### src/rtl/core/scch_pkg.sv
// Shared types, protocol codes and the microcode program of the serial camera capture host.
// Used by every module under rtl/core; depends on nothing.
`timescale 1ns / 1ps

package scch_pkg;

  localparam int SIZE_W   = 24;
  localparam int POS_W    = 10;
  localparam int PKG_W    = 10;
  localparam int DIV_W    = 9;
  localparam int CNT_W    = $clog2(SIZE_W + 1);
  localparam int STEP_W   = 7;
  localparam int FRAME_LEN = 6;
  localparam int FIDX_W   = 3;

  localparam logic [PKG_W-1:0] MIN_PACKAGE_BYTES = 10'd8;
  localparam logic [PKG_W-1:0] MAX_PACKAGE_BYTES = 10'd512;
  localparam logic [PKG_W-1:0] PKG_OVERHEAD      = 10'd6;

  // register indexes
  localparam logic [2:0] REG_COLOUR_TYPE     = 3'd0;
  localparam logic [2:0] REG_RAW_RESOLUTION  = 3'd1;
  localparam logic [2:0] REG_JPEG_RESOLUTION = 3'd2;
  localparam logic [2:0] REG_PACKAGE_BYTES   = 3'd3;
  localparam logic [2:0] REG_SNAPSHOT_TYPE   = 3'd4;
  localparam logic [2:0] REG_PICTURE_TYPE    = 3'd5;

  // operations
  localparam logic [1:0] OP_CONNECT = 2'd0;
  localparam logic [1:0] OP_CAPTURE = 2'd1;
  localparam logic [1:0] OP_RX_BYTE = 2'd2;
  localparam logic [1:0] OP_RETRY   = 2'd3;

  // result kinds
  localparam logic [2:0] K_TX   = 3'd0;
  localparam logic [2:0] K_IMG  = 3'd1;
  localparam logic [2:0] K_DONE = 3'd2;
  localparam logic [2:0] K_FAIL = 3'd3;
  localparam logic [2:0] K_CONN = 3'd4;

  // phases
  localparam logic [3:0] PH_IDLE      = 4'd0;
  localparam logic [3:0] PH_SYNC_ACK  = 4'd1;
  localparam logic [3:0] PH_SYNC_SYNC = 4'd2;
  localparam logic [3:0] PH_READY     = 4'd3;
  localparam logic [3:0] PH_W_INIT    = 4'd4;
  localparam logic [3:0] PH_W_PKG     = 4'd5;
  localparam logic [3:0] PH_W_SNAP    = 4'd6;
  localparam logic [3:0] PH_W_GET     = 4'd7;
  localparam logic [3:0] PH_W_DATA    = 4'd8;
  localparam logic [3:0] PH_W_PACKAGE = 4'd9;

  // protocol bytes
  localparam logic [7:0] B_HEAD       = 8'hAA;
  localparam logic [7:0] CMD_SYNC     = 8'h0D;
  localparam logic [7:0] CMD_ACK      = 8'h0E;
  localparam logic [7:0] CMD_INITIAL  = 8'h01;
  localparam logic [7:0] CMD_PKG_SIZE = 8'h06;
  localparam logic [7:0] CMD_SNAPSHOT = 8'h05;
  localparam logic [7:0] CMD_GET_PIC  = 8'h04;
  localparam logic [7:0] CMD_DATA     = 8'h0A;
  localparam logic [7:0] B_END        = 8'hF0;
  localparam logic [7:0] B_SET_PKG    = 8'h08;
  localparam logic [7:0] B_ZERO       = 8'h00;

  // jump types
  localparam logic [2:0] JT_NEXT   = 3'd0;
  localparam logic [2:0] JT_GOTO   = 3'd1;
  localparam logic [2:0] JT_IF     = 3'd2;
  localparam logic [2:0] JT_IFNOT  = 3'd3;
  localparam logic [2:0] JT_ACCEPT = 3'd4;
  localparam logic [2:0] JT_FRAME  = 3'd5;

  // jump conditions
  localparam logic [3:0] CND_ACK      = 4'd0;
  localparam logic [3:0] CND_SYNC     = 4'd1;
  localparam logic [3:0] CND_DATA     = 4'd2;
  localparam logic [3:0] CND_FEND     = 4'd3;
  localparam logic [3:0] CND_WIN      = 4'd4;
  localparam logic [3:0] CND_PEND     = 4'd5;
  localparam logic [3:0] CND_IDX_GE   = 4'd6;
  localparam logic [3:0] CND_TOT_ZERO = 4'd7;
  localparam logic [3:0] CND_BUSY     = 4'd8;

  // value sources
  localparam logic [3:0] VS_CONST  = 4'd0;
  localparam logic [3:0] VS_RX     = 4'd1;
  localparam logic [3:0] VS_COLOUR = 4'd2;
  localparam logic [3:0] VS_RAW    = 4'd3;
  localparam logic [3:0] VS_JPEG   = 4'd4;
  localparam logic [3:0] VS_SNAP   = 4'd5;
  localparam logic [3:0] VS_PIC    = 4'd6;
  localparam logic [3:0] VS_P_LO   = 4'd7;
  localparam logic [3:0] VS_P_HI   = 4'd8;
  localparam logic [3:0] VS_IDX_LO = 4'd9;
  localparam logic [3:0] VS_IDX_HI = 4'd10;

  // last-flag sources
  localparam logic [1:0] LS_NO       = 2'd0;
  localparam logic [1:0] LS_YES      = 2'd1;
  localparam logic [1:0] LS_NOT_PEND = 2'd2;

  // position, index and total operations
  localparam logic [1:0] POS_KEEP  = 2'd0;
  localparam logic [1:0] POS_ZERO  = 2'd1;
  localparam logic [1:0] POS_INC   = 2'd2;
  localparam logic [1:0] POS_STORE = 2'd3;
  localparam logic [1:0] IDX_KEEP  = 2'd0;
  localparam logic [1:0] IDX_ZERO  = 2'd1;
  localparam logic [1:0] IDX_INC   = 2'd2;
  localparam logic [1:0] TOT_KEEP  = 2'd0;
  localparam logic [1:0] TOT_CLEAR = 2'd1;
  localparam logic [1:0] TOT_LOAD  = 2'd2;

  // program entry points
  localparam logic [STEP_W-1:0] A_DISPATCH  = 7'd0;
  localparam logic [STEP_W-1:0] A_CONNECT   = 7'd1;
  localparam logic [STEP_W-1:0] A_CAPTURE   = 7'd2;
  localparam logic [STEP_W-1:0] A_RETRY     = 7'd8;
  localparam logic [STEP_W-1:0] A_FRAMEBYTE = 7'd14;
  localparam logic [STEP_W-1:0] A_FD_SA     = 7'd16;
  localparam logic [STEP_W-1:0] A_FD_SS     = 7'd18;
  localparam logic [STEP_W-1:0] A_FD_INIT   = 7'd27;
  localparam logic [STEP_W-1:0] A_FD_PKG    = 7'd34;
  localparam logic [STEP_W-1:0] A_FD_SNAP   = 7'd41;
  localparam logic [STEP_W-1:0] A_FD_GET    = 7'd48;
  localparam logic [STEP_W-1:0] A_FD_DATA   = 7'd50;
  localparam logic [STEP_W-1:0] A_PKGBYTE   = 7'd56;
  localparam logic [STEP_W-1:0] A_REQ       = 7'd61;
  localparam logic [STEP_W-1:0] A_FINAL     = 7'd67;
  localparam logic [STEP_W-1:0] A_FAIL      = 7'd74;

  typedef struct packed {
    logic [2:0]        jt;
    logic [3:0]        cond;
    logic [STEP_W-1:0] target;
    logic              emit;
    logic [2:0]        kind;
    logic [3:0]        vsel;
    logic [7:0]        cbyte;
    logic [1:0]        lsel;
    logic              ph_we;
    logic [3:0]        ph_val;
    logic [1:0]        pos_op;
    logic [1:0]        idx_op;
    logic [1:0]        tot_op;
    logic              frame_clr;
    logic              div_start;
  } uword_t;

  typedef struct packed {
    uword_t w;
    logic   go;
    logic   take;
  } seq_ctl_t;

  typedef struct packed {
    logic       ack;
    logic       sync_ok;
    logic       data_ok;
    logic       fend;
    logic       win;
    logic       pend;
    logic       idx_ge;
    logic       tot_zero;
    logic       busy;
    logic       pos_zero;
    logic       out_room;
    logic [3:0] phase;
  } dp_flags_t;

  typedef struct packed {
    logic [7:0]       colour;
    logic [7:0]       raw;
    logic [7:0]       jpeg;
    logic [7:0]       snap;
    logic [7:0]       pic;
    logic [PKG_W-1:0] pkg;
  } cfg_t;

  function automatic uword_t uw_send(input logic [3:0] vsel, input logic [7:0] cb,
                                     input logic lst);
    uword_t w;
    w = '0;
    w.emit  = 1'b1;
    w.kind  = K_TX;
    w.vsel  = vsel;
    w.cbyte = cb;
    if (lst) begin
      w.lsel   = LS_YES;
      w.jt     = JT_GOTO;
      w.target = A_DISPATCH;
    end else begin
      w.lsel = LS_NO;
      w.jt   = JT_NEXT;
    end
    return w;
  endfunction

  function automatic uword_t uw_jump(input logic [2:0] jt, input logic [3:0] cond,
                                     input logic [STEP_W-1:0] target);
    uword_t w;
    w = '0;
    w.jt     = jt;
    w.cond   = cond;
    w.target = target;
    return w;
  endfunction

  function automatic uword_t ucode(input logic [STEP_W-1:0] a);
    uword_t w;
    w = uw_jump(JT_GOTO, CND_ACK, A_DISPATCH);
    unique case (a)
      A_DISPATCH: w.jt = JT_ACCEPT;
      A_CONNECT: begin
        w.ph_we     = 1'b1;
        w.ph_val    = PH_SYNC_ACK;
        w.pos_op    = POS_ZERO;
        w.idx_op    = IDX_ZERO;
        w.tot_op    = TOT_CLEAR;
        w.frame_clr = 1'b1;
      end
      A_CAPTURE: begin
        w        = uw_send(VS_CONST, B_HEAD, 1'b0);
        w.pos_op = POS_ZERO;
        w.ph_we  = 1'b1;
        w.ph_val = PH_W_INIT;
      end
      A_CAPTURE + 7'd1: w = uw_send(VS_CONST, CMD_INITIAL, 1'b0);
      A_CAPTURE + 7'd2: w = uw_send(VS_CONST, B_ZERO, 1'b0);
      A_CAPTURE + 7'd3: w = uw_send(VS_COLOUR, B_ZERO, 1'b0);
      A_CAPTURE + 7'd4: w = uw_send(VS_RAW, B_ZERO, 1'b0);
      A_CAPTURE + 7'd5: w = uw_send(VS_JPEG, B_ZERO, 1'b1);
      A_RETRY:          w = uw_send(VS_CONST, B_HEAD, 1'b0);
      A_RETRY + 7'd1:   w = uw_send(VS_CONST, CMD_SYNC, 1'b0);
      A_RETRY + 7'd2:   w = uw_send(VS_CONST, B_ZERO, 1'b0);
      A_RETRY + 7'd3:   w = uw_send(VS_CONST, B_ZERO, 1'b0);
      A_RETRY + 7'd4:   w = uw_send(VS_CONST, B_ZERO, 1'b0);
      A_RETRY + 7'd5:   w = uw_send(VS_CONST, B_ZERO, 1'b1);
      A_FRAMEBYTE: begin
        w        = uw_jump(JT_IFNOT, CND_FEND, A_DISPATCH);
        w.pos_op = POS_STORE;
      end
      A_FRAMEBYTE + 7'd1: w = uw_jump(JT_FRAME, CND_ACK, A_DISPATCH);
      A_FD_SA: begin
        w       = uw_jump(JT_IFNOT, CND_ACK, A_DISPATCH);
        w.cbyte = CMD_SYNC;
      end
      A_FD_SA + 7'd1: begin
        w.ph_we  = 1'b1;
        w.ph_val = PH_SYNC_SYNC;
      end
      A_FD_SS:         w = uw_jump(JT_IFNOT, CND_SYNC, A_FD_SS + 7'd8);
      A_FD_SS + 7'd1:  w = uw_send(VS_CONST, B_HEAD, 1'b0);
      A_FD_SS + 7'd2:  w = uw_send(VS_CONST, CMD_ACK, 1'b0);
      A_FD_SS + 7'd3:  w = uw_send(VS_CONST, CMD_SYNC, 1'b0);
      A_FD_SS + 7'd4:  w = uw_send(VS_CONST, B_ZERO, 1'b0);
      A_FD_SS + 7'd5:  w = uw_send(VS_CONST, B_ZERO, 1'b0);
      A_FD_SS + 7'd6:  w = uw_send(VS_CONST, B_ZERO, 1'b0);
      A_FD_SS + 7'd7: begin
        w        = uw_send(VS_CONST, B_ZERO, 1'b1);
        w.kind   = K_CONN;
        w.ph_we  = 1'b1;
        w.ph_val = PH_READY;
      end
      A_FD_SS + 7'd8: begin
        w.ph_we  = 1'b1;
        w.ph_val = PH_SYNC_ACK;
      end
      A_FD_INIT: begin
        w       = uw_jump(JT_IFNOT, CND_ACK, A_FAIL);
        w.cbyte = CMD_INITIAL;
      end
      A_FD_INIT + 7'd1: begin
        w        = uw_send(VS_CONST, B_HEAD, 1'b0);
        w.ph_we  = 1'b1;
        w.ph_val = PH_W_PKG;
      end
      A_FD_INIT + 7'd2: w = uw_send(VS_CONST, CMD_PKG_SIZE, 1'b0);
      A_FD_INIT + 7'd3: w = uw_send(VS_CONST, B_SET_PKG, 1'b0);
      A_FD_INIT + 7'd4: w = uw_send(VS_P_LO, B_ZERO, 1'b0);
      A_FD_INIT + 7'd5: w = uw_send(VS_P_HI, B_ZERO, 1'b0);
      A_FD_INIT + 7'd6: w = uw_send(VS_CONST, B_ZERO, 1'b1);
      A_FD_PKG: begin
        w       = uw_jump(JT_IFNOT, CND_ACK, A_FAIL);
        w.cbyte = CMD_PKG_SIZE;
      end
      A_FD_PKG + 7'd1: begin
        w        = uw_send(VS_CONST, B_HEAD, 1'b0);
        w.ph_we  = 1'b1;
        w.ph_val = PH_W_SNAP;
      end
      A_FD_PKG + 7'd2: w = uw_send(VS_CONST, CMD_SNAPSHOT, 1'b0);
      A_FD_PKG + 7'd3: w = uw_send(VS_SNAP, B_ZERO, 1'b0);
      A_FD_PKG + 7'd4: w = uw_send(VS_CONST, B_ZERO, 1'b0);
      A_FD_PKG + 7'd5: w = uw_send(VS_CONST, B_ZERO, 1'b0);
      A_FD_PKG + 7'd6: w = uw_send(VS_CONST, B_ZERO, 1'b1);
      A_FD_SNAP: begin
        w       = uw_jump(JT_IFNOT, CND_ACK, A_FAIL);
        w.cbyte = CMD_SNAPSHOT;
      end
      A_FD_SNAP + 7'd1: begin
        w        = uw_send(VS_CONST, B_HEAD, 1'b0);
        w.ph_we  = 1'b1;
        w.ph_val = PH_W_GET;
      end
      A_FD_SNAP + 7'd2: w = uw_send(VS_CONST, CMD_GET_PIC, 1'b0);
      A_FD_SNAP + 7'd3: w = uw_send(VS_PIC, B_ZERO, 1'b0);
      A_FD_SNAP + 7'd4: w = uw_send(VS_CONST, B_ZERO, 1'b0);
      A_FD_SNAP + 7'd5: w = uw_send(VS_CONST, B_ZERO, 1'b0);
      A_FD_SNAP + 7'd6: w = uw_send(VS_CONST, B_ZERO, 1'b1);
      A_FD_GET: begin
        w       = uw_jump(JT_IFNOT, CND_ACK, A_FAIL);
        w.cbyte = CMD_GET_PIC;
      end
      A_FD_GET + 7'd1: begin
        w.ph_we  = 1'b1;
        w.ph_val = PH_W_DATA;
      end
      A_FD_DATA: w = uw_jump(JT_IFNOT, CND_DATA, A_FAIL);
      A_FD_DATA + 7'd1: begin
        w           = uw_jump(JT_NEXT, CND_ACK, A_DISPATCH);
        w.div_start = 1'b1;
        w.idx_op    = IDX_ZERO;
      end
      A_FD_DATA + 7'd2: w = uw_jump(JT_IF, CND_BUSY, A_FD_DATA + 7'd2);
      A_FD_DATA + 7'd3: begin
        w        = uw_jump(JT_NEXT, CND_ACK, A_DISPATCH);
        w.tot_op = TOT_LOAD;
      end
      A_FD_DATA + 7'd4: w = uw_jump(JT_IF, CND_TOT_ZERO, A_FINAL);
      A_FD_DATA + 7'd5: begin
        w        = uw_jump(JT_GOTO, CND_ACK, A_REQ);
        w.ph_we  = 1'b1;
        w.ph_val = PH_W_PACKAGE;
      end
      A_PKGBYTE: w = uw_jump(JT_IFNOT, CND_WIN, A_PKGBYTE + 7'd2);
      A_PKGBYTE + 7'd1: begin
        w      = uw_send(VS_RX, B_ZERO, 1'b0);
        w.kind = K_IMG;
        w.lsel = LS_NOT_PEND;
      end
      A_PKGBYTE + 7'd2: begin
        w        = uw_jump(JT_IFNOT, CND_PEND, A_DISPATCH);
        w.pos_op = POS_INC;
      end
      A_PKGBYTE + 7'd3: begin
        w        = uw_jump(JT_NEXT, CND_ACK, A_DISPATCH);
        w.idx_op = IDX_INC;
      end
      A_PKGBYTE + 7'd4: w = uw_jump(JT_IF, CND_IDX_GE, A_FINAL);
      A_REQ: begin
        w        = uw_send(VS_CONST, B_HEAD, 1'b0);
        w.pos_op = POS_ZERO;
      end
      A_REQ + 7'd1:   w = uw_send(VS_CONST, CMD_ACK, 1'b0);
      A_REQ + 7'd2:   w = uw_send(VS_CONST, B_ZERO, 1'b0);
      A_REQ + 7'd3:   w = uw_send(VS_CONST, B_ZERO, 1'b0);
      A_REQ + 7'd4:   w = uw_send(VS_IDX_LO, B_ZERO, 1'b0);
      A_REQ + 7'd5:   w = uw_send(VS_IDX_HI, B_ZERO, 1'b1);
      A_FINAL:        w = uw_send(VS_CONST, B_HEAD, 1'b0);
      A_FINAL + 7'd1: w = uw_send(VS_CONST, CMD_ACK, 1'b0);
      A_FINAL + 7'd2: w = uw_send(VS_CONST, CMD_DATA, 1'b0);
      A_FINAL + 7'd3: w = uw_send(VS_CONST, B_ZERO, 1'b0);
      A_FINAL + 7'd4: w = uw_send(VS_CONST, B_END, 1'b0);
      A_FINAL + 7'd5: w = uw_send(VS_CONST, B_END, 1'b0);
      A_FINAL + 7'd6: begin
        w        = uw_send(VS_CONST, B_ZERO, 1'b1);
        w.kind   = K_DONE;
        w.ph_we  = 1'b1;
        w.ph_val = PH_READY;
      end
      A_FAIL: begin
        w        = uw_send(VS_CONST, B_ZERO, 1'b1);
        w.kind   = K_FAIL;
        w.ph_we  = 1'b1;
        w.ph_val = PH_READY;
      end
      default: w = uw_jump(JT_GOTO, CND_ACK, A_DISPATCH);
    endcase
    return w;
  endfunction

endpackage

### src/rtl/core/scch_divider.sv
// Iterative restoring divider: image size over package payload length, one bit a cycle.
// Depends on scch_pkg.
`timescale 1ns / 1ps

module scch_divider (
  input  logic                        clk,
  input  logic                        rst,
  input  logic                        start,
  input  logic [scch_pkg::SIZE_W-1:0] dividend,
  input  logic [scch_pkg::DIV_W-1:0]  divisor,
  output logic                        busy,
  output logic [scch_pkg::SIZE_W-1:0] quotient
);
  import scch_pkg::*;

  logic [CNT_W-1:0]  cnt;
  logic [DIV_W-1:0]  rem;
  logic [DIV_W-1:0]  dsr;
  logic [SIZE_W-1:0] quo;
  logic [DIV_W:0]    trial;
  logic [DIV_W:0]    diff;
  logic              ge;
  logic [DIV_W-1:0]  rem_next;

  assign trial    = {rem, quo[SIZE_W-1]};
  assign ge       = trial >= {1'b0, dsr};
  assign diff     = trial - {1'b0, dsr};
  assign rem_next = ge ? diff[DIV_W-1:0] : trial[DIV_W-1:0];
  assign busy     = cnt != '0;
  assign quotient = quo;

  always_ff @(posedge clk) begin
    if (rst) begin
      cnt <= '0;
    end else if (start) begin
      cnt <= CNT_W'(SIZE_W);
    end else if (busy) begin
      cnt <= cnt - CNT_W'(1);
    end
  end

  always_ff @(posedge clk) begin
    if (start) begin
      quo <= dividend;
      rem <= '0;
      dsr <= divisor;
    end else if (busy) begin
      rem <= rem_next;
      quo <= {quo[SIZE_W-2:0], ge};
    end
  end

endmodule

### src/rtl/core/scch_datapath.sv
// Datapath of the capture host: phase, frame buffer, counters, result register.
// Driven by the control word of scch_sequencer; depends on scch_pkg and scch_divider.
`timescale 1ns / 1ps

module scch_datapath (
  input  logic                 clk,
  input  logic                 rst,
  input  scch_pkg::seq_ctl_t   ctl,
  input  scch_pkg::cfg_t       cfg,
  input  logic [7:0]           rx_byte,
  input  logic                 out_ready,
  output logic                 out_valid,
  output logic [2:0]           kind,
  output logic [7:0]           value,
  output logic                 last,
  output scch_pkg::dp_flags_t  flags
);
  import scch_pkg::*;

  logic [3:0]               phase;
  logic [FRAME_LEN-1:0][7:0] frame;
  logic [POS_W-1:0]         pos;
  logic [SIZE_W-1:0]        idx;
  logic [SIZE_W-1:0]        total;
  logic [7:0]               rx_hold;
  logic [FIDX_W-1:0]        fpos;
  logic [POS_W-1:0]         pos_inc;
  logic [7:0]               value_next;
  logic                     last_next;
  logic                     div_busy;
  logic [SIZE_W-1:0]        div_q;
  logic [PKG_W-1:0]         divisor_full;
  uword_t                   w;

  assign w            = ctl.w;
  assign fpos         = (pos < POS_W'(FRAME_LEN)) ? pos[FIDX_W-1:0] : '0;
  assign pos_inc      = pos + POS_W'(1);
  assign divisor_full = cfg.pkg - PKG_OVERHEAD;

  scch_divider u_div (
    .clk      (clk),
    .rst      (rst),
    .start    (ctl.go & w.div_start),
    .dividend ({frame[5], frame[4], frame[3]}),
    .divisor  (divisor_full[DIV_W-1:0]),
    .busy     (div_busy),
    .quotient (div_q)
  );

  always_comb begin
    flags.ack      = frame[0] == B_HEAD && frame[1] == CMD_ACK && frame[2] == w.cbyte &&
                     frame[4] == B_ZERO && frame[5] == B_ZERO;
    flags.sync_ok  = frame[0] == B_HEAD && frame[1] == CMD_SYNC && frame[2] == B_ZERO &&
                     frame[3] == B_ZERO && frame[4] == B_ZERO && frame[5] == B_ZERO;
    flags.data_ok  = frame[0] == B_HEAD && frame[1] == CMD_DATA;
    flags.fend     = fpos == FIDX_W'(FRAME_LEN - 1);
    flags.win      = pos > POS_W'(3) && pos < (cfg.pkg - PKG_W'(2));
    flags.pend     = pos_inc >= cfg.pkg;
    flags.idx_ge   = idx >= total;
    flags.tot_zero = total == '0;
    flags.busy     = div_busy;
    flags.pos_zero = pos == '0;
    flags.out_room = !out_valid || out_ready;
    flags.phase    = phase;
  end

  always_comb begin
    case (w.vsel)
      VS_RX:     value_next = rx_hold;
      VS_COLOUR: value_next = cfg.colour;
      VS_RAW:    value_next = cfg.raw;
      VS_JPEG:   value_next = cfg.jpeg;
      VS_SNAP:   value_next = cfg.snap;
      VS_PIC:    value_next = cfg.pic;
      VS_P_LO:   value_next = cfg.pkg[7:0];
      VS_P_HI:   value_next = {6'b0, cfg.pkg[PKG_W-1:8]};
      VS_IDX_LO: value_next = idx[7:0];
      VS_IDX_HI: value_next = idx[15:8];
      default:   value_next = w.cbyte;
    endcase
    case (w.lsel)
      LS_YES:      last_next = 1'b1;
      LS_NOT_PEND: last_next = !flags.pend;
      default:     last_next = 1'b0;
    endcase
  end

  always_ff @(posedge clk) begin
    if (rst) begin
      out_valid <= 1'b0;
      phase     <= PH_IDLE;
      pos       <= '0;
      idx       <= '0;
      total     <= '0;
      frame     <= '0;
    end else begin
      if (ctl.go && w.emit) begin
        out_valid <= 1'b1;
      end else if (out_ready) begin
        out_valid <= 1'b0;
      end
      if (ctl.go) begin
        if (w.ph_we) begin
          phase <= w.ph_val;
        end
        if (w.frame_clr) begin
          frame <= '0;
        end
        case (w.pos_op)
          POS_ZERO: pos <= '0;
          POS_INC:  pos <= pos_inc;
          POS_STORE: begin
            frame[fpos] <= rx_hold;
            pos         <= flags.fend ? '0 : POS_W'(fpos) + POS_W'(1);
          end
          default: ;
        endcase
        case (w.idx_op)
          IDX_ZERO: idx <= '0;
          IDX_INC:  idx <= idx + SIZE_W'(1);
          default: ;
        endcase
        case (w.tot_op)
          TOT_CLEAR: total <= '0;
          TOT_LOAD:  total <= div_q;
          default: ;
        endcase
      end
    end
  end

  // hold the beat payloads
  always_ff @(posedge clk) begin
    if (ctl.take) begin
      rx_hold <= rx_byte;
    end
    if (ctl.go && w.emit) begin
      kind  <= w.kind;
      value <= value_next;
      last  <= last_next;
    end
  end

endmodule

### src/rtl/core/scch_sequencer.sv
// Microcode sequencer: step counter, program ROM lookup, condition and dispatch jumps.
// Depends on scch_pkg.
`timescale 1ns / 1ps

module scch_sequencer (
  input  logic                clk,
  input  logic                rst,
  input  logic                in_valid,
  input  logic [1:0]          operation,
  input  scch_pkg::dp_flags_t flags,
  output logic                in_ready,
  output scch_pkg::seq_ctl_t  ctl
);
  import scch_pkg::*;

  logic [STEP_W-1:0] step;
  logic [STEP_W-1:0] step_next;
  logic [STEP_W-1:0] step_inc;
  uword_t            w;
  logic              cond_true;
  logic              go;

  function automatic logic [STEP_W-1:0] entry_for(input logic [1:0] op,
                                                  input logic [3:0] ph,
                                                  input logic pz);
    logic [STEP_W-1:0] e;
    e = A_DISPATCH;
    unique case (op)
      OP_CONNECT: e = A_CONNECT;
      OP_CAPTURE: if (ph == PH_READY) e = A_CAPTURE;
      OP_RETRY:   if (ph == PH_SYNC_ACK && pz) e = A_RETRY;
      OP_RX_BYTE: begin
        unique case (ph) inside
          PH_W_PACKAGE: e = A_PKGBYTE;
          PH_SYNC_ACK, PH_SYNC_SYNC, PH_W_INIT, PH_W_PKG, PH_W_SNAP, PH_W_GET,
          PH_W_DATA: e = A_FRAMEBYTE;
          default: e = A_DISPATCH;
        endcase
      end
    endcase
    return e;
  endfunction

  function automatic logic [STEP_W-1:0] frame_entry(input logic [3:0] ph);
    logic [STEP_W-1:0] e;
    unique case (ph)
      PH_SYNC_ACK:  e = A_FD_SA;
      PH_SYNC_SYNC: e = A_FD_SS;
      PH_W_INIT:    e = A_FD_INIT;
      PH_W_PKG:     e = A_FD_PKG;
      PH_W_SNAP:    e = A_FD_SNAP;
      PH_W_GET:     e = A_FD_GET;
      PH_W_DATA:    e = A_FD_DATA;
      default:      e = A_DISPATCH;
    endcase
    return e;
  endfunction

  assign w        = ucode(step);
  assign step_inc = step + STEP_W'(1);
  assign in_ready = w.jt == JT_ACCEPT;
  assign go       = in_ready ? in_valid : (!w.emit || flags.out_room);
  assign ctl.w    = w;
  assign ctl.go   = go;
  assign ctl.take = in_ready && in_valid;

  always_comb begin
    case (w.cond)
      CND_ACK:      cond_true = flags.ack;
      CND_SYNC:     cond_true = flags.sync_ok;
      CND_DATA:     cond_true = flags.data_ok;
      CND_FEND:     cond_true = flags.fend;
      CND_WIN:      cond_true = flags.win;
      CND_PEND:     cond_true = flags.pend;
      CND_IDX_GE:   cond_true = flags.idx_ge;
      CND_TOT_ZERO: cond_true = flags.tot_zero;
      CND_BUSY:     cond_true = flags.busy;
      default:      cond_true = 1'b0;
    endcase
  end

  always_comb begin
    unique case (w.jt)
      JT_GOTO:   step_next = w.target;
      JT_IF:     step_next = cond_true ? w.target : step_inc;
      JT_IFNOT:  step_next = cond_true ? step_inc : w.target;
      JT_ACCEPT: step_next = entry_for(operation, flags.phase, flags.pos_zero);
      JT_FRAME:  step_next = frame_entry(flags.phase);
      default:   step_next = step_inc;
    endcase
  end

  always_ff @(posedge clk) begin
    if (rst) begin
      step <= A_DISPATCH;
    end else if (go) begin
      step <= step_next;
    end
  end

endmodule

### src/rtl/core/serial_camera_capture_host.sv
// Top level of the serial camera capture host: configuration registers and the
// sequencer and datapath. Depends on scch_pkg, scch_sequencer and scch_datapath.
`timescale 1ns / 1ps

// An input beat is taken whenever the sequencer sits at its dispatch step. The item
// then runs one microcode step per cycle, and each result beat takes one step, which
// stalls while the output register is full. The DATA frame waits for the package
// count, which comes from a one-bit-per-cycle divider.
// Configuration writes take effect on the next clock edge.
module serial_camera_capture_host (
  input  logic       clk,
  input  logic       rst,
  input  logic       cfg_write,
  input  logic [2:0] cfg_index,
  input  logic [9:0] cfg_data,
  input  logic       in_valid,
  output logic       in_ready,
  input  logic [1:0] operation,
  input  logic [7:0] rx_byte,
  output logic       out_valid,
  input  logic       out_ready,
  output logic [2:0] kind,
  output logic [7:0] value,
  output logic       last
);
  import scch_pkg::*;

  logic [7:0]       colour_type;
  logic [7:0]       raw_resolution;
  logic [7:0]       jpeg_resolution;
  logic [PKG_W-1:0] package_bytes;
  logic [7:0]       snapshot_type;
  logic [7:0]       picture_type;
  logic [PKG_W-1:0] pkg_eff;
  cfg_t             cfg;
  seq_ctl_t         ctl;
  dp_flags_t        flags;

  always_ff @(posedge clk) begin
    if (rst) begin
      colour_type     <= 8'd7;
      raw_resolution  <= 8'd7;
      jpeg_resolution <= 8'd7;
      package_bytes   <= 10'd64;
      snapshot_type   <= 8'd0;
      picture_type    <= 8'd1;
    end else if (cfg_write) begin
      case (cfg_index)
        REG_COLOUR_TYPE:     colour_type     <= cfg_data[7:0];
        REG_RAW_RESOLUTION:  raw_resolution  <= cfg_data[7:0];
        REG_JPEG_RESOLUTION: jpeg_resolution <= cfg_data[7:0];
        REG_PACKAGE_BYTES:   package_bytes   <= cfg_data;
        REG_SNAPSHOT_TYPE:   snapshot_type   <= cfg_data[7:0];
        REG_PICTURE_TYPE:    picture_type    <= cfg_data[7:0];
        default: ;
      endcase
    end
  end

  // clamp the package size to the supported range
  assign pkg_eff = (package_bytes < MIN_PACKAGE_BYTES) ? MIN_PACKAGE_BYTES :
                   (package_bytes > MAX_PACKAGE_BYTES) ? MAX_PACKAGE_BYTES : package_bytes;

  assign cfg.colour = colour_type;
  assign cfg.raw    = raw_resolution;
  assign cfg.jpeg   = jpeg_resolution;
  assign cfg.snap   = snapshot_type;
  assign cfg.pic    = picture_type;
  assign cfg.pkg    = pkg_eff;

  scch_sequencer u_seq (
    .clk       (clk),
    .rst       (rst),
    .in_valid  (in_valid),
    .operation (operation),
    .flags     (flags),
    .in_ready  (in_ready),
    .ctl       (ctl)
  );

  scch_datapath u_dp (
    .clk       (clk),
    .rst       (rst),
    .ctl       (ctl),
    .cfg       (cfg),
    .rx_byte   (rx_byte),
    .out_ready (out_ready),
    .out_valid (out_valid),
    .kind      (kind),
    .value     (value),
    .last      (last),
    .flags     (flags)
  );

endmodule
### config.mk
export PLATFORM = sky130hd
export DESIGN_NAME = serial_camera_capture_host
export DESIGN_NICKNAME = d
export VERILOG_FILES = /design/src/rtl/core/scch_pkg.sv /design/src/rtl/core/scch_divider.sv /design/src/rtl/core/scch_datapath.sv /design/src/rtl/core/scch_sequencer.sv /design/src/rtl/core/serial_camera_capture_host.sv
export SDC_FILE = /design/constraint.sdc
export NUM_CORES = 1
export LEC_CHECK = 0
export BUFFER_PORTS_ARGS = -buffer_cell sky130_fd_sc_hd__buf_2
export CAP_MARGIN = 20
export CORE_ASPECT_RATIO = 1.75
export CORE_MARGIN = 2
export CORE_UTILIZATION = 45
export DETAILED_ROUTE_END_ITERATION = 7
export PLACE_DENSITY = 0.57
export SYNTH_ARGS = -nofsm -noshare
export SYNTH_HDL_FRONTEND = slang
export SYNTH_SLANG_ARGS = --single-unit
### constraint.sdc
create_clock -name clk -period 5.7 [get_ports clk]
set_input_delay 0.57 -clock clk [delete_from_list [all_inputs] [get_ports clk]]
set_output_delay 0.57 -clock clk [all_outputs]
set_load 0.05 [all_outputs]
==> run summary, run 1 <==
The clock latency on the worst-skew pair came out at 0.54 ns. The synthesized area divided by synthesized cell count came out at 8.17 um2. At the worst endpoint, the required time is 6.08 ns. In this run the vertical extent of the chip is 233 um. The first global-routing pass estimated 70000 um of wire.

The total leakage power is 5.72 nW. The number of standard cells in the final layout excluding fillers is 2072. The run finished with clean final reports. The signal arrival time at the worst endpoint is 5.28 ns. The number of different library cells in the post-synthesis netlist is 88. The pin count of the biggest net entering global routing came out at 87. For this run, the leading register cell type out of synthesis is dfxtp_1. In this run the worst setup path begins at package_bytes[6]$_SDFFE_PP1P_. The headroom to the max-slew limit is 27.4%. The worst setup path is launched from a flop.

Routability-driven placement finished with a final weighted congestion of 0.988. The clock passes through at most 3 buffers. In this run the number of H-tree levels came out at 1. The biggest cell delay along the critical path came out at 0.73 ns.

In the global route stage, overall resource usage came out at 28.6%. The number of nets at the end of the flow is 1763. Of the available clock period, the critical path in the final layout requires 86.0%. The detailed-placement wirelength estimate came out at 33700 um. Input and output buffers added on the ports amount to 41.

The library cell used most frequently in the layout, excluding fill and tap cells, is nand2_1. In this run the most critical hold path is launched from rx_byte[6]. The first-pass iteration count of the detailed router came out at 5. The CTS clock-pin slew for the worst setup and hold paths is 0.06 ns. Setup repair after global routing left no endpoint under its margin. The count of nets left with antenna violations after detail routing came out at 0. The number of CTS-inserted buffers came out at 24. The count of endpoints failing setup in the final report is 0. The number of synthesized flops with an enable pin is 53.

The worst reg-to-reg setup slack came out at 0.80 ns. The fraction of synthesis flops using an asynchronous set or reset pin came out at 0%. When the netlist entered floorplanning its net count stood at 1750. The worst register-to-register path ends at u_seq.step[3]$_SDFFE_PP0P_. The clock period could shrink to 4.90 ns. The hold buffer count at cts is 0. Including well taps, the total number of placed cells is 2027.

The root buffer cell chosen for the clock tree is clkbuf_16. The launch point of the worst reg-to-reg path is package_bytes[6]$_SDFFE_PP1P_. Walking the worst path, the cells encountered are nor4_1, nand2_1, o41ai_2, nand2_1, nand2_1, a21oi_1, nor2b_1, nand2b_1, a21oi_1, ha_1, and4_1, o311ai_0, nand4_1, a221o_1, nand4_1, nor4_1, a211oi_2, a221oi_1, a211oi_1.

The area enclosed by the die boundary is 31500 um2. The critical path capture point type is a flop. In the final timing run, aggregate negative setup slack is 0 ns. The cell count of the worst reg-to-reg path came out at 19. The post-synthesis sequential area ratio is 38.7%. In this run the cell area of the synthesized design comes to 13500 um2.

The number of diodes added for antenna fixing came out at 0. The number of global-route vias before repair is 12300. The synthesized design contains 235 register bits. In the layout the commonest cells are nand2_1, dfxtp_1, nor2_1, a21oi_1, nand3_1. The number of antenna violations at the first check in global routing is 0. The worst setup skew after layout came out at 0.0104 ns. The standard cell core area came out at 29800 um2. The count of endpoints failing hold in the final timing report came out at 0. The max-cap violation count is 0.

The fmax came out at 204 MHz. The violation count after the first detailed-route iteration is 995. The number of sinks driven by the clock tree is 235. The largest individual stage delay along the critical path comes from the cell nor4_1.

The area overhead of the layout relative to synthesis is 10.9%. The power density over the cells is 419 nW/um2. The peak ir drop on the vdd network is 0.273 mV. Summing over every cut layer, the via total after detailed routing is 12600. The number of rows in the core area came out at 84. The instance count of the mapped netlist came out at 1654. TritonCTS built the clock tree.

The share of post-route cells with drive strength above 1 is 8.61%. By instance count, the cell type seen most on the critical path is nand2_1. The boundary pin count is 42. Once the floorplan was initialized, standard cells occupied 45.3% of the core. Dividing the detail-routed via count by the number of cells gives 6.07. The min-delay analysis places its worst path in the category primary input to flop. After detailed routing, the number of remaining DRC violations is 0. The final layout contains routed wiring with a total length of 45300 um. Global routing finished with a remaining overflow of 0. The number of slew-limit violations in the final report came out at 0. The overall die width came out at 135 um. By startpoint and endpoint, the worst setup path is classified as flop to flop. The count of synthesis-stage warnings from yosys is 0. For the pin with the worst max-slew slack, the measured transition is 1.09 ns.

The final routed wire length divided by cell count came out at 21.8 um. The largest fanout of any net on the critical path came out at 6. In this run the worst setup path terminates at u_seq.step[3]$_SDFFE_PP0P_.
[area by class of cell]
cell class | instances | area, um2
clock buffers | 33 | 697
clock inverters | 11 | 143
fillers | 2991 | 14900
inverters | 68 | 255
multi-input cells | 1257 | 7650
flip-flops and latches | 235 | 5240
well taps | 387 | 484
repair buffers | 81 | 528
[worst min-delay path by stage]
stage | to | slack [ns] | depth (start not counted)
final | u_dp.rx_hold[6]$_DFFE_PP_ | 0.21 | 1
after CTS | u_dp.rx_hold[6]$_DFFE_PP_ | 0.19 | 1
after global routing | u_dp.rx_hold[5]$_DFFE_PP_ | 0.20 | 1
after floorplan | raw_resolution[5]$_SDFFE_PP0P_ | 0.43 | 2
after detailed placement | snapshot_type[0]$_SDFFE_PP0P_ | 0.45 | 2
after global placement | raw_resolution[5]$_SDFFE_PP0P_ | 0.44 | 2
[critical path, delay by kind of cell, from the launching register on]
| family | cells | cell delay, ns |
|---|---|---|
| AO/OA/AOI/OAI | 8 | 1.47 |
| adder cells (fa/ha/maj) | 1 | 0.30 |
| flip-flops | 1 | 0.35 |
| AND/OR/NAND/NOR | 10 | 2.63 |
[cells in the mapped netlist, types with 7 or more instances]
cell        n  share of area (%)
nand2_1   280                7.8
dfxtp_1   182                 27
nor2_1    152                4.2
a21oi_1   123                4.6
nand3_1    75                2.8
clkbuf_1   67                1.9
ha_1       67                6.2
inv_1      66                1.8
a22oi_1    63                3.5
edfxtp_1   53                 12
o21ai_0    39                1.4
xnor2_1    33                2.1
nand2b_1   28                1.3
nor4_1     26                1.2
nor2b_1    25                1.2
xor2_1     22                1.4
nor3_1     21               0.78
nand4_1    20               0.93
and3_1     17               0.79
a221oi_1   16                1.0
or3_1      16               0.74
nand3b_1   15               0.83
a211oi_1   14               0.78
buf_1      13               0.36
a21o_1     12               0.67
and2_1     12               0.56
buf_2      12               0.44
mux2i_1    12               0.89
a211o_1     9               0.58
a222oi_1    8               0.59
o21ai_1     8               0.30
o22ai_1     8               0.37
a31oi_1     7               0.32
[cells by family after synthesis]
kind of cell             synth area share [%]
adder cells (fa/ha/maj)                  6.42
multiplexers                             1.22
XOR/XNOR                                 3.56
AO/OA/AOI/OAI                            18.6
AND/OR/NAND/NOR                          26.7
flip-flops                               38.7
buffers and inverters                    4.72
[through the flow]
stage | hold WS [ns] | util, % | cell area (um2) | setup WS, ns | power, W
after detailed placement | 0.446 | 47.3 | 14100 | 0.560 | 0.00456
final | 0.206 | 50.2 | 15000 | 0.800 | 0.00628
after CTS | 0.188 | 50.1 | 15000 | 0.524 | 0.00627
after global routing | 0.201 | 50.2 | 15000 | 0.247 | 0.00660
after global placement | 0.439 | 47.3 | 14100 | 0.697 | 0.00454
after floorplan | 0.434 | - | 13500 | 1.49 | 0.00381
[report_power, final]
group,switching (W),internal [W]
sequential,0.000249,0.00204
clock,0.000700,0.000998
combinational,0.00156,0.000739
[registers in the layout (all words and copies together) (netlist names), 9 cells and up]
| name | count |
|---|---|
| u_dp.frame | 48 |
| package_bytes | 10 |
| u_dp.u_div.dsr | 9 |
| u_dp.u_div.quotient | 24 |
| u_dp.pos | 10 |
| u_dp.total | 24 |
| u_dp.u_div.rem | 9 |
| u_dp.idx | 24 |
[layer usage]
layer	global-route usage, %	wire (um)	vias up
li1	-	-	5977
met1	31.7	16900	6056
met2	52.9	23600	400
met3	2.84	2140	135
met4	15.8	2640	0
met5	0	0	-
[what timing repair did]
| item | in CTS | in global routing |
|---|---|---|
| setup buffers | 0 | 0 |
| gates resized for setup | 0 | 1 |
| setup endpoints to repair | 0 | 5 |
No activity file was read; power rests on OpenSTA's default activity.
==> inputs of run 2 (changes only) <==
CELL_PAD_IN_SITES_DETAIL_PLACEMENT = 2   (was default)
CELL_PAD_IN_SITES_GLOBAL_PLACEMENT = 2   (was default)
CORE_UTILIZATION = 39   (was 45)
PLACE_DENSITY = 0.77   (was 0.57)
==> run summary, run 2 (synthesis gave the netlist of run 1 again) <==
The run finished with clean final reports. The most common library cell in the layout ignoring fill and taps is nand2_1. The number of rows in the core area is 90 (+7.1%). The max-cap violation count came to 0 (unchanged). The quantity of gates resized following cts is 0 (unchanged).

The number of global-route vias before repair is 14400 (+17%). The number of diodes added for antenna fixing came out at 0 (unchanged). The number of slew-limit violations in the final report was 0 (unchanged). The detailed-placement wirelength estimate came to 41100 um (+22%). The number of CTS-inserted buffers is 24 (unchanged). The worst setup path is launched from a flop. Setup repair after global routing left no endpoint under its margin. The count of H-tree levels built during CTS came out at 1 (unchanged). The standard cell core area is 34300 um2 (+15%).

The floorplan die height came to 250 um (+7.3%). The CTS clock-pin slew for the worst setup and hold paths is 0.06 ns (about the same). The area enclosed by the die boundary is 36200 um2 (+15%). The pin count of the biggest net entering global routing is 88 (+1.1%). The boundary pin count came out at 42 (unchanged). The met2 layer wire length in the routed design came out at 29500 um (+25%). The clock latency on the worst-skew pair came out at 0.55 ns (about the same). The number of sinks driven by the clock tree came out at 235 (unchanged). The met3 routed wirelength was 1770 um (-17%). The count of vias placed by the detailed router came out at 13100 (+4.3%).

The share of post-route cells with drive strength above 1 is 9.04% (+0.43 points). The number of buffers on the longest clock path came out at 3 (unchanged). The signal arrival time at the worst endpoint came to 5.73 ns (+0.45 ns). The global-route usage over all layers is 30.3% (+1.7 points). The worst setup skew after layout came out at 0.0113 ns (+0.000971 ns). The global-route wire length before repair came out at 84200 um (+20%). The count of nets left with antenna violations after detail routing is 0 (unchanged).

The power density over the cells is 418 nW/um2 (-0.28%). The first-pass iteration count of the detailed router is 5 (unchanged). The remaining global-route overflow is 0 (unchanged). The top layer used by detailed routing is met5. The worst setup path is of the flop to flop kind. The endpoint required time on the critical path came out at 6.14 ns (+0.06 ns). The largest fanout of any net on the critical path is 6 (unchanged).

The total of buffers placed on input and output ports is 41 (unchanged). The wire length on met1 is 20100 um (+19%). The final routed wirelength across all metal layers is 54500 um (+21%).

The number of standard cells in the final layout excluding fillers is 2153 (+3.9%). The library cells used most frequently in the layout, excluding fill and tap cells, are nand2_1, dfxtp_1, nor2_1, a21oi_1, nand3_1. The count of endpoints failing setup in the final report came out at 0 (unchanged). The peak ir drop on the vdd network was 0.257 mV (-5.7%). The number of DRC violations after detailed routing came out at 0 (unchanged). Ranked by flip-flop count, first place goes to u_dp.frame.

The summed negative setup slack over all endpoints is 0 ns (unchanged). The global placement routability congestion is 0.980 (-0.79%). The number of flip-flops under the largest register name is 48 (unchanged).

The power after layout is 0.00630 W (+0.33%). The final routed wire length divided by cell count came to 25.3 um (+16%). The headroom to the max-slew limit came out at 30.5% (+3.2 points). The slew at the pin closest to its max-slew limit is 1.02 ns (-0.0701 ns). STA classifies the critical path endpoint as a flop. The minimum clock period is 5.29 ns (+0.394 ns). The fmax is 189 MHz (-7.4%). The number of antenna violations at the first check in global routing came out at 1 (+1).

The hold buffer count at cts is 0 (unchanged). The via count normalized by instance count is 6.09 (+0.37%). TritonCTS built the clock tree. The number of nets at the end of the flow is 1771 (+0.45%). The violation count after the first detailed-route iteration came out at 590 (-41%). The post-CTS repair timing setup buffer count came out at 0 (unchanged). The total leakage power is 5.74 nW (+0.35%). The smallest setup slack after layout came out at 0.406 ns (-0.394 ns).

The tightest min-delay check is of the primary input to flop type. In this run the clock root is driven by a clkbuf_16. The area overhead of the layout relative to synthesis came out at 11.6%.

The initial standard-cell utilization of the core is 39.4% (-5.9 points). The cell total after placement is 2107 (+3.9%). The portion of the clock cycle consumed by the worst path in the final layout is 92.9% (+6.9 points). The pre-CTS setup slack came to 0.140 ns (-0.421 ns). The overall die width was 145 um (+7.2%). The count of endpoints failing hold in the final timing report came out at 0 (unchanged).
## run 2: per-stage QoR
stage	hold slack [ns]	cell area, um2	utilization [%]
2_1_floorplan	0.434	13500	-
3_3_place_gp	0.439	14300	41.6
3_5_place_dp	0.451	14300	41.6
4_1_cts	0.194	15000	43.8
5_1_grt	0.203	15100	43.9
6_report	0.207	15100	43.9
## run 2: power breakdown
part	leakage (nW)	switching (W)	total (W)	internal, W
Combinational	3.38	0.00165	0.00241	0.000767
Sequential	1.98	0.000273	0.00231	0.00204
Clock	0.378	0.000704	0.00158	0.000873
Total	5.74	0.00262	0.00630	0.00367
## run 2: path summary, 6_finish.rpt
check        cells past startpoint  slack [ns]                          start                     endpoint
min                              1        0.21                     rx_byte[4]    u_dp.rx_hold[4]$_DFFE_PP_
min reg2reg                      2        0.46    colour_type[6]$_SDFFE_PP0P_  colour_type[6]$_SDFFE_PP0P_
max reg2reg                     19        0.41  package_bytes[6]$_SDFFE_PP1P_   u_seq.step[1]$_SDFFE_PP0P_
max                             19        0.41  package_bytes[6]$_SDFFE_PP1P_   u_seq.step[1]$_SDFFE_PP0P_
## run 2: final cells by class
type                    count  area (um2)
clock buffers              38         724
multi-input cells        1257        7660
flip-flops and latches    235        5240
well taps                 460         576
clock inverters             6        33.8
repair buffers             89         603
fillers                  3900       19300
inverters                  68         255
## run 2: critical path, stage by stage, from the launching register on
cell      delay (ns)
dfxtp_1         0.35
nor4_1          0.36
nand2_1         0.16
o41ai_2         0.49
nand2_1         0.32
nand2_1         0.19
a21oi_1         0.09
nor2b_1         0.19
nand2b_1        0.07
a21oi_1         0.08
ha_1            0.31
and4_1          0.21
a221oi_1        0.24
nand4_1         0.34
a221o_1         0.46
nand4_1         0.20
nor4_1          0.15
a211oi_2        0.51
a22oi_1         0.17
a221oi_1        0.27
## run 2: metal layers
| layer | vias up | GRT usage, % |
|---|---|---|
| met5 | - | 0 |
| met4 | 2 | 15.0 |
| met3 | 145 | 2.96 |
| met2 | 284 | 57.6 |
| met1 | 6688 | 32.5 |
| li1 | 5989 | - |
